$ cat src/hdl/bkxc_pkg.sv
// Shared constants and types for the block key XOR checksum cipher.
`timescale 1ns / 1ps
`default_nettype none

package bkxc_pkg;

    localparam int BLOCK_KEYS_DEF = 11;
    localparam int KEY_BASE_N     = 11;
    localparam int RES_MAX        = 5;
    localparam int SIG_LEN        = 4;

    localparam logic [15:0] KEY_MASK = 16'h38AA;
    localparam logic [31:0] SIG_WORD = 32'h5c331a55;

    localparam logic [15:0] KEY_BASE [KEY_BASE_N] = '{
        16'ha820, 16'h71f0, 16'h88da, 16'h1fff, 16'h2718, 16'he6a1,
        16'h42b8, 16'h0ce9, 16'h10ec, 16'hd77d, 16'h3fa9
    };

    // register byte addresses
    localparam logic [2:0] ADDR_DIRECTION = 3'd0;

    // direction register codes
    localparam logic DIR_ENCRYPT = 1'b0;
    localparam logic DIR_DECRYPT = 1'b1;

    localparam logic [2:0] HDR_DONE = 3'd4;

    // output bytes caused by one input byte
    typedef struct packed {
        logic [RES_MAX-1:0][7:0] data;
        logic [RES_MAX-1:0]      raw;
        logic [2:0]              count;
        logic                    last;
    } bkxc_res_t;

endpackage

`default_nettype wire

$ cat src/hdl/bkxc_engine.sv
// Per-byte cipher, checksum and signature handling with the stream state.
`timescale 1ns / 1ps
`default_nettype none

module bkxc_engine
    import bkxc_pkg::*;
#(
    parameter int BLOCK_KEYS = BLOCK_KEYS_DEF
)
(
    input  wire logic       clk,
    input  wire logic       rst_n,
    input  wire logic       advance,
    input  wire logic [7:0] item_byte,
    input  wire logic       item_last,
    input  wire logic       decrypt,
    output bkxc_res_t       res
);

    localparam int P_W      = $clog2(2 * BLOCK_KEYS);
    localparam int KI_W     = (BLOCK_KEYS > 1) ? $clog2(BLOCK_KEYS) : 1;
    localparam int SH_W     = 16 + $clog2(2 * BLOCK_KEYS + 1);
    localparam int SH_BYTES = (SH_W + 7) / 8;
    localparam logic [P_W-1:0] LAST_POS = P_W'(2 * BLOCK_KEYS - 1);

    logic [15:0] key_tab [BLOCK_KEYS];

    genvar g;
    generate
        for (g = 0; g < BLOCK_KEYS; g++)
        begin : g_key
            assign key_tab[g] = KEY_BASE[g % KEY_BASE_N] ^ KEY_MASK;
        end
    endgenerate

    logic [P_W-1:0]  pos_reg, pos_next;
    logic [15:0]     rc_reg, rc_next;
    logic [16:0]     sl_reg, sl_next;
    logic [SH_W-1:0] sh_reg, sh_next;
    logic [2:0]      hc_reg, hc_next;
    logic [23:0]     hold_reg, hold_next;
    logic            bypass_reg, bypass_next;

    logic [KI_W-1:0]       key_idx;
    logic [15:0]           key_word;
    logic [7:0]            key_byte;
    logic [7:0]            cipher_out;
    logic [7:0]            check_byte;
    logic [16:0]           sl_add;
    logic [16:0]           sl_upd;
    logic [SH_W-1:0]       sh_upd;
    logic [SH_BYTES*8-1:0] sh_ext;
    logic [11:0]           fold_sum;
    logic [8:0]            fold2;
    logic [7:0]            sh_mod;
    logic [15:0]           rc_upd;
    logic                  blk_end;
    logic                  cipher_en;
    logic [31:0]           hold_ext;
    logic [31:0]           hdr_word;

    // cipher datapath for the current byte
    always_comb
    begin
        key_idx    = KI_W'(pos_reg >> 1);
        key_word   = key_tab[key_idx] ^ rc_reg;
        key_byte   = pos_reg[0] ? key_word[15:8] : key_word[7:0];
        // unpaired final byte of a short block passes through
        if (item_last && !pos_reg[0])
        begin
            key_byte = 8'h00;
        end
        cipher_out = item_byte ^ key_byte;
        check_byte = (decrypt == DIR_DECRYPT) ? item_byte : cipher_out;

        sl_add = sl_reg + 17'(check_byte);
        sl_upd = (sl_add >= 17'd255) ? sl_add - 17'd255 : sl_add;
        sh_upd = sh_reg + SH_W'(sl_upd);

        // mod 255 by folding bytes
        sh_ext   = (SH_BYTES*8)'(sh_upd);
        fold_sum = '0;
        for (int i = 0; i < SH_BYTES; i++)
        begin
            fold_sum = fold_sum + 12'(sh_ext[8*i +: 8]);
        end
        fold2  = 9'(fold_sum[7:0]) + 9'(fold_sum[11:8]);
        sh_mod = (fold2 >= 9'd255) ? 8'(fold2 - 9'd255) : fold2[7:0];
        rc_upd = {sl_upd[7:0], 8'h00} + {8'h00, sh_mod};

        blk_end = (pos_reg == LAST_POS);
    end

    // signature handling and result assembly
    always_comb
    begin
        pos_next    = pos_reg;
        rc_next     = rc_reg;
        sl_next     = sl_reg;
        sh_next     = sh_reg;
        hc_next     = hc_reg;
        hold_next   = hold_reg;
        bypass_next = bypass_reg;
        cipher_en   = 1'b0;
        res         = '0;
        res.last    = item_last;
        hold_ext    = {8'h00, hold_reg};
        hdr_word    = hold_ext | {item_byte, 24'h000000};

        if (decrypt == DIR_ENCRYPT)
        begin
            cipher_en = 1'b1;
            if (hc_reg != HDR_DONE)
            begin
                for (int i = 0; i < SIG_LEN; i++)
                begin
                    res.data[i] = SIG_WORD[8*i +: 8];
                end
                res.data[SIG_LEN] = cipher_out;
                res.count         = 3'(RES_MAX);
                hc_next           = HDR_DONE;
                hold_next         = '0;
            end
            else
            begin
                res.data[0] = cipher_out;
                res.count   = 3'd1;
            end
        end
        else if (bypass_reg)
        begin
            res.data[0] = item_byte;
            res.raw[0]  = 1'b1;
            res.count   = 3'd1;
        end
        else if (hc_reg != HDR_DONE)
        begin
            if (hc_reg == 3'd3 && hdr_word == SIG_WORD)
            begin
                hc_next = HDR_DONE;
            end
            else if (hc_reg == 3'd3 || item_last)
            begin
                // mismatch or short stream: held bytes then this one, raw
                for (int i = 0; i < SIG_LEN; i++)
                begin
                    res.data[i] = (3'(i) == hc_reg) ? item_byte : hold_ext[8*i +: 8];
                    res.raw[i]  = (3'(i) <= hc_reg);
                end
                res.count = hc_reg + 3'd1;
                if (hc_reg == 3'd3)
                begin
                    bypass_next = 1'b1;
                end
            end
            else
            begin
                hold_next = hold_reg | (24'(item_byte) << (8 * hc_reg));
                hc_next   = hc_reg + 3'd1;
            end
        end
        else
        begin
            cipher_en   = 1'b1;
            res.data[0] = cipher_out;
            res.count   = 3'd1;
        end

        if (cipher_en)
        begin
            if (blk_end)
            begin
                pos_next = '0;
                rc_next  = rc_upd;
                sl_next  = 17'(rc_upd);
                sh_next  = SH_W'(rc_upd);
            end
            else
            begin
                pos_next = pos_reg + P_W'(1);
                sl_next  = sl_upd;
                sh_next  = sh_upd;
            end
        end

        if (item_last)
        begin
            pos_next    = '0;
            rc_next     = 16'hffff;
            sl_next     = 17'h0ffff;
            sh_next     = SH_W'(16'hffff);
            hc_next     = '0;
            hold_next   = '0;
            bypass_next = 1'b0;
        end
    end

    always_ff @(posedge clk or negedge rst_n)
    begin
        if (!rst_n)
        begin
            pos_reg    <= '0;
            rc_reg     <= 16'hffff;
            sl_reg     <= 17'h0ffff;
            sh_reg     <= SH_W'(16'hffff);
            hc_reg     <= '0;
            hold_reg   <= '0;
            bypass_reg <= 1'b0;
        end
        else if (advance)
        begin
            pos_reg    <= pos_next;
            rc_reg     <= rc_next;
            sl_reg     <= sl_next;
            sh_reg     <= sh_next;
            hc_reg     <= hc_next;
            hold_reg   <= hold_next;
            bypass_reg <= bypass_next;
        end
    end

endmodule

`default_nettype wire

$ cat src/hdl/block_key_xor_checksum_cipher_core.sv
// Top level: stream ports, input skid stage, result burst register, config port.
//
//  channel | direction | transaction contents
//  s_*     | in        | tdata[7:0] data_byte, tlast last_byte
//  m_*     | out       | tdata[7:0] out_byte, tlast run_last,
//          |           | tuser[0] stream_last, tuser[1] raw_pass
//  APB     | in/out    | 0x0 direction (bit 0: 0 encrypt, 1 decrypt)
//
// One input byte per cycle when each causes one output byte and m_tready is
// high; an item with n output bytes holds the output port for all n (up to 5
// for the first encrypted byte, which carries the signature). A byte passes
// the main input stage, then the result burst register. Reset clears all
// stream state; a byte flagged last also returns the stream state to reset.
// s_tready is registered: a two-entry input buffer absorbs output stalls.
`timescale 1ns / 1ps
`default_nettype none

module block_key_xor_checksum_cipher_core
    import bkxc_pkg::*;
#(
    parameter int BLOCK_KEYS = BLOCK_KEYS_DEF
)
(
    input  wire logic        clk,
    input  wire logic        rst_n,
    // slave stream
    input  wire logic        s_tvalid,
    output logic             s_tready,
    input  wire logic [7:0]  s_tdata,   // [7:0] data_byte
    input  wire logic        s_tlast,
    // master stream
    output logic             m_tvalid,
    input  wire logic        m_tready,
    output logic [7:0]       m_tdata,   // [7:0] out_byte
    output logic             m_tlast,
    output logic [1:0]       m_tuser,   // [0] stream_last, [1] raw_pass
    // configuration
    input  wire logic        psel,
    input  wire logic        penable,
    input  wire logic        pwrite,
    input  wire logic [2:0]  paddr,
    input  wire logic [31:0] pwdata,
    output logic [31:0]      prdata,
    output logic             pready
);

    logic       direction_reg;

    logic       main_valid_reg;
    logic [7:0] main_byte_reg;
    logic       main_last_reg;
    logic       skid_valid_reg;
    logic [7:0] skid_byte_reg;
    logic       skid_last_reg;

    logic       burst_valid_reg;
    logic [2:0] burst_idx_reg;
    bkxc_res_t  burst_res_reg;

    bkxc_res_t  eng_res;
    logic       s_fire;
    logic       m_fire;
    logic       burst_end;
    logic       burst_free;
    logic       move;
    logic       cfg_wr;

    assign pready = 1'b1;
    assign cfg_wr = psel && penable && pwrite && pready && (paddr == ADDR_DIRECTION);
    assign prdata = (paddr == ADDR_DIRECTION) ? {31'h0, direction_reg} : 32'h0;

    assign s_tready   = !skid_valid_reg;
    assign s_fire     = s_tvalid && s_tready;
    assign m_fire     = m_tvalid && m_tready;
    assign burst_end  = (burst_idx_reg == burst_res_reg.count - 3'd1);
    assign burst_free = !burst_valid_reg || (m_fire && burst_end);
    assign move       = main_valid_reg && burst_free;

    assign m_tvalid   = burst_valid_reg;
    assign m_tdata    = burst_res_reg.data[burst_idx_reg];
    assign m_tlast    = burst_end;
    assign m_tuser[0] = burst_end && burst_res_reg.last;
    assign m_tuser[1] = burst_res_reg.raw[burst_idx_reg];

    bkxc_engine #(
        .BLOCK_KEYS (BLOCK_KEYS)
    ) u_engine (
        .clk       (clk),
        .rst_n     (rst_n),
        .advance   (move),
        .item_byte (main_byte_reg),
        .item_last (main_last_reg),
        .decrypt   (direction_reg),
        .res       (eng_res)
    );

    always_ff @(posedge clk or negedge rst_n)
    begin
        if (!rst_n)
        begin
            direction_reg <= DIR_ENCRYPT;
        end
        else if (cfg_wr)
        begin
            direction_reg <= pwdata[0];
        end
    end

    // input buffer: main stage feeds the engine, skid catches one transaction
    always_ff @(posedge clk or negedge rst_n)
    begin
        if (!rst_n)
        begin
            main_valid_reg <= 1'b0;
            skid_valid_reg <= 1'b0;
        end
        else if (!main_valid_reg || move)
        begin
            if (skid_valid_reg)
            begin
                main_valid_reg <= 1'b1;
                skid_valid_reg <= 1'b0;
            end
            else
            begin
                main_valid_reg <= s_fire;
            end
        end
        else if (s_fire)
        begin
            skid_valid_reg <= 1'b1;
        end
    end

    always_ff @(posedge clk)
    begin
        if (!main_valid_reg || move)
        begin
            main_byte_reg <= skid_valid_reg ? skid_byte_reg : s_tdata;
            main_last_reg <= skid_valid_reg ? skid_last_reg : s_tlast;
        end
        if (s_fire)
        begin
            skid_byte_reg <= s_tdata;
            skid_last_reg <= s_tlast;
        end
    end

    // result burst: bytes of one item go out one per cycle while m_tready is high
    always_ff @(posedge clk or negedge rst_n)
    begin
        if (!rst_n)
        begin
            burst_valid_reg <= 1'b0;
            burst_idx_reg   <= '0;
        end
        else if (move)
        begin
            burst_valid_reg <= (eng_res.count != 3'd0);
            burst_idx_reg   <= '0;
        end
        else if (m_fire)
        begin
            if (burst_end)
            begin
                burst_valid_reg <= 1'b0;
            end
            else
            begin
                burst_idx_reg <= burst_idx_reg + 3'd1;
            end
        end
    end

    always_ff @(posedge clk)
    begin
        if (move)
        begin
            burst_res_reg <= eng_res;
        end
    end

    a_idx_in_range: assert property (@(posedge clk) disable iff (!rst_n)
        burst_valid_reg |-> (burst_idx_reg < burst_res_reg.count))
        else $error("burst index past result count");

    a_skid_needs_main: assert property (@(posedge clk) disable iff (!rst_n)
        skid_valid_reg |-> main_valid_reg)
        else $error("skid stage holds data while main stage is empty");

    a_burst_holds: assert property (@(posedge clk) disable iff (!rst_n)
        (burst_valid_reg && !m_tready) |=> (burst_valid_reg && $stable(burst_idx_reg)))
        else $error("result burst moved while output stalled");

endmodule

`default_nettype wire
$ cat config.mk
export PLATFORM = sky130hd
export DESIGN_NAME = block_key_xor_checksum_cipher_core
export DESIGN_NICKNAME = d
export VERILOG_FILES = /design/src/hdl/bkxc_pkg.sv /design/src/hdl/bkxc_engine.sv /design/src/hdl/block_key_xor_checksum_cipher_core.sv
export SDC_FILE = /design/constraint.sdc
export NUM_CORES = 1
export LEC_CHECK = 0
export BUFFER_PORTS_ARGS = -buffer_cell sky130_fd_sc_hd__buf_2
export CELL_PAD_IN_SITES_DETAIL_PLACEMENT = 1
export CELL_PAD_IN_SITES_GLOBAL_PLACEMENT = 1
export CORE_AREA = 2 2 171 173
export DETAILED_ROUTE_END_ITERATION = 8
export DIE_AREA = 0 0 173 175
export PLACE_DENSITY = 0.7
export SYNTH_ARGS = -nofsm -noshare
export SYNTH_HDL_FRONTEND = slang
export SYNTH_SLANG_ARGS = --single-unit
$ cat constraint.sdc
create_clock -name clk -period 32.9 [get_ports clk]
set_input_delay 0 -clock clk [delete_from_list [all_inputs] [get_ports clk]]
set_output_delay 0 -clock clk [all_outputs]
set_load 0.02 [all_outputs]
==> qor.yml <==
setup_path:
  crit_required_ns: 33.26
  crit_slowest_cell: "dfrtp_1"
  start_kind: "flip-flop"
  end_kind: "flip-flop"
  setup.worst_path.start: "u_engine.pos_reg[2]$_DFFE_PN0P_"
  max_stage_delay_ns: 0.58
  r2r_start: "u_engine.pos_reg[2]$_DFFE_PN0P_"
  path_max_fanout: 12
  worstSetupPathType: "flip-flop to flip-flop"
  cp_data_arrival_time_ns: 13.28
  crit_top_cell: "o21ai_0"
finish:
  final_common_cell: "nor2_1"
  final_cell_mix: "nor2_1 (149), nand2_1 (107), a21oi_1 (101)"
  finish.utilization: 0.433
  syn_to_final_growth_pct: 9.80
  drive_gt1_frac: 0.124
  layout.nets: 1346
  diodes: 0
  largest_reg_flops: 48
  fill_cells: 3326
cts:
  cts-root-buf: "clkbuf_16"
  cts_tree: "yes"
  cts_buffers: 17
  cts_resized: 0
  htreeDepth: 4
  path_clk_slew_ns: 0.07
  clk_latency_ns: 0.44
  cts_buffer_depth: 2
  cts.sinks: 160
synthesis:
  synth_area_um2: 11200
  yosys_warnings: 0
  seq_area_frac_synth: 0.392
  synth_top_area_frac: 0.177
  synth_cell_types: 89
  synth-edff-count: 66
  ys_ff_latch: 160
  synth_flop_cell: "edfxtp_1"
  syn_inst: 1218
  avgSynthCellArea_um2: 9.19
  synth.largest_area_cell: "edfxtp_1"
  async_reset_ff_frac: 0.588
  synthTopCellsByArea: "edfxtp_1 (18%), dfstp_2 (11%), dfrtp_1 (10%)"
grt:
  antenna_found_initial: 0
  grt_max_degree: 66
  grt_pass1_wl_um: 52000
  overflow: 0
  grt.total_usage: 0.216
  first_global_vias: 9394
place:
  place_hpwl_um: 23800
  portBuffers: 33
  gp_congestion: 0.865
die:
  die_x_um: 173
  num_rows: 62
  fp.coreArea_um2: 28400
  ios: 97
  initial_core_util: 0.394
  dieArea_um2: 30300
  die_h_um: 175
detailed_routing:
  vias: 9075
  routedWlPerCell_um: 19.8
  drc: 0
  dr.pass1.iters: 5
  ant_nets: 0
  drt_wl_total_um: 32300
  post_drt_via_cell_ratio: 5.56
  dr.first_iter.drc_count: 590
timing:
  max_freq_mhz: 77.4
  min_period_ns: 12.92
  finalSetupViolations: 0
  rsz0062_at_grt: "false"
  fin_worst_skew_ns: 0.0185
  hold_violations: 0
  worst_slew_pin_slew_ns: 0.928
  maxSlewViolCount: 0
  relSlewSlack: 0.380
  finalSetupTns_ns: 0
  min_period_over_period: 0.393
hold_path:
  worstHoldPathType: "input port to asynchronous set/reset pin"
status:
  status: "completed"
flow_run:
  maxCapViolCount: 0
==> critical path, delay by kind of cell (launching register included) <==
| family | cells | cell delay (ns) |
|---|---|---|
| adders and majority gates | 6 | 2.01 |
| and+or+nand+nor | 13 | 3.11 |
| DFF | 1 | 0.58 |
| buffers and inverters | 3 | 0.41 |
| xor gates and xnor gates | 5 | 1.18 |
| AOI/OAI and AO/OA | 22 | 5.55 |
==> cell usage after synthesis (all sizes together), types with 16 or more instances <==
master and count:
dfrtp 46, nor2 149, nand2 107, ha 56, buf 43, xor2 33
a21oi 102, nand3 26, xnor2 54, inv 42, o22ai 16, o21ai 63
nor3 23, mux2i 41, edfxtp 66, clkbuf 47, dfstp 48
==> per-layer routing <==
layer	routed length [µm]	global-route usage	share of wire	vias up
li1	-	-	-	4335
met1	15000	0.286	0.46	4547
met5	0	0	0	-
met4	534	0.0600	0.017	0
met2	15800	0.371	0.49	158
met3	960	0.0309	0.030	35
==> through the flow <==
stage	area [µm²]	instances	setup slack (ns)	hold WS [ns]
finish	12300	1631	19.98	0.0475
global route	12300	1631	18.55	0.0804
CTS	12300	1631	19.96	0.0551
detailed placement	11600	1585	20.13	-0.0133
global placement	11600	1585	20.35	-0.0166
floorplan	11300	1248	22.56	-0.296
==> area by class of cell <==
class | count | area (µm²) | share of cell area
Clock buffer | 18 | 429 | 0.0349
Clock inverter | 14 | 151 | 0.0123
Inverter | 44 | 165 | 0.0134
Multi-Input combinational cell | 954 | 6290 | 0.512
Sequential cell | 160 | 4390 | 0.357
Tap cell | 384 | 480 | 0.0391
Timing Repair Buffer | 57 | 383 | 0.0311
==> final timing paths <==
| check | to | slack [ns] | cells after the start |
|---|---|---|---|
| setup / recovery | u_engine.rc_reg[4]$_DFFE_PN1P_ | 19.98 | 49 |
| hold / removal | burst_idx_reg[1]$_DFFE_PN0P_ | 0.05 | 2 |
| setup reg to reg | u_engine.rc_reg[4]$_DFFE_PN1P_ | 19.98 | 49 |
| hold reg to reg | u_engine.sh_reg[13]$_DFFE_PN1P_ | 0.51 | 2 |
| max in group asynchronous | u_engine.hold_reg[23]$_DFFE_PN0P_ | 31.57 | 3 |
| min in group clk | skid_byte_reg[4]$_DFFE_PP_ | 0.29 | 2 |
==> logic make-up after synthesis <==
kind of cell | share of synthesized area
compound gates | 0.175
xor+xnor | 0.0749
fa+ha+maj | 0.0715
buf+inv | 0.0564
flops | 0.392
mux | 0.0521
other cells | 0.000671
simple gates | 0.177
==> what timing repair did <==
item,in CTS,in global routing
endpoints found under the hold margin,53,0
hold buffers,14,0
setup buffers,0,0
endpoints found under the setup margin,0,0
Power is left out: the tool's default activity adds up to more than one toggle a clock period on the data nets, which glitch-free logic cannot reach.
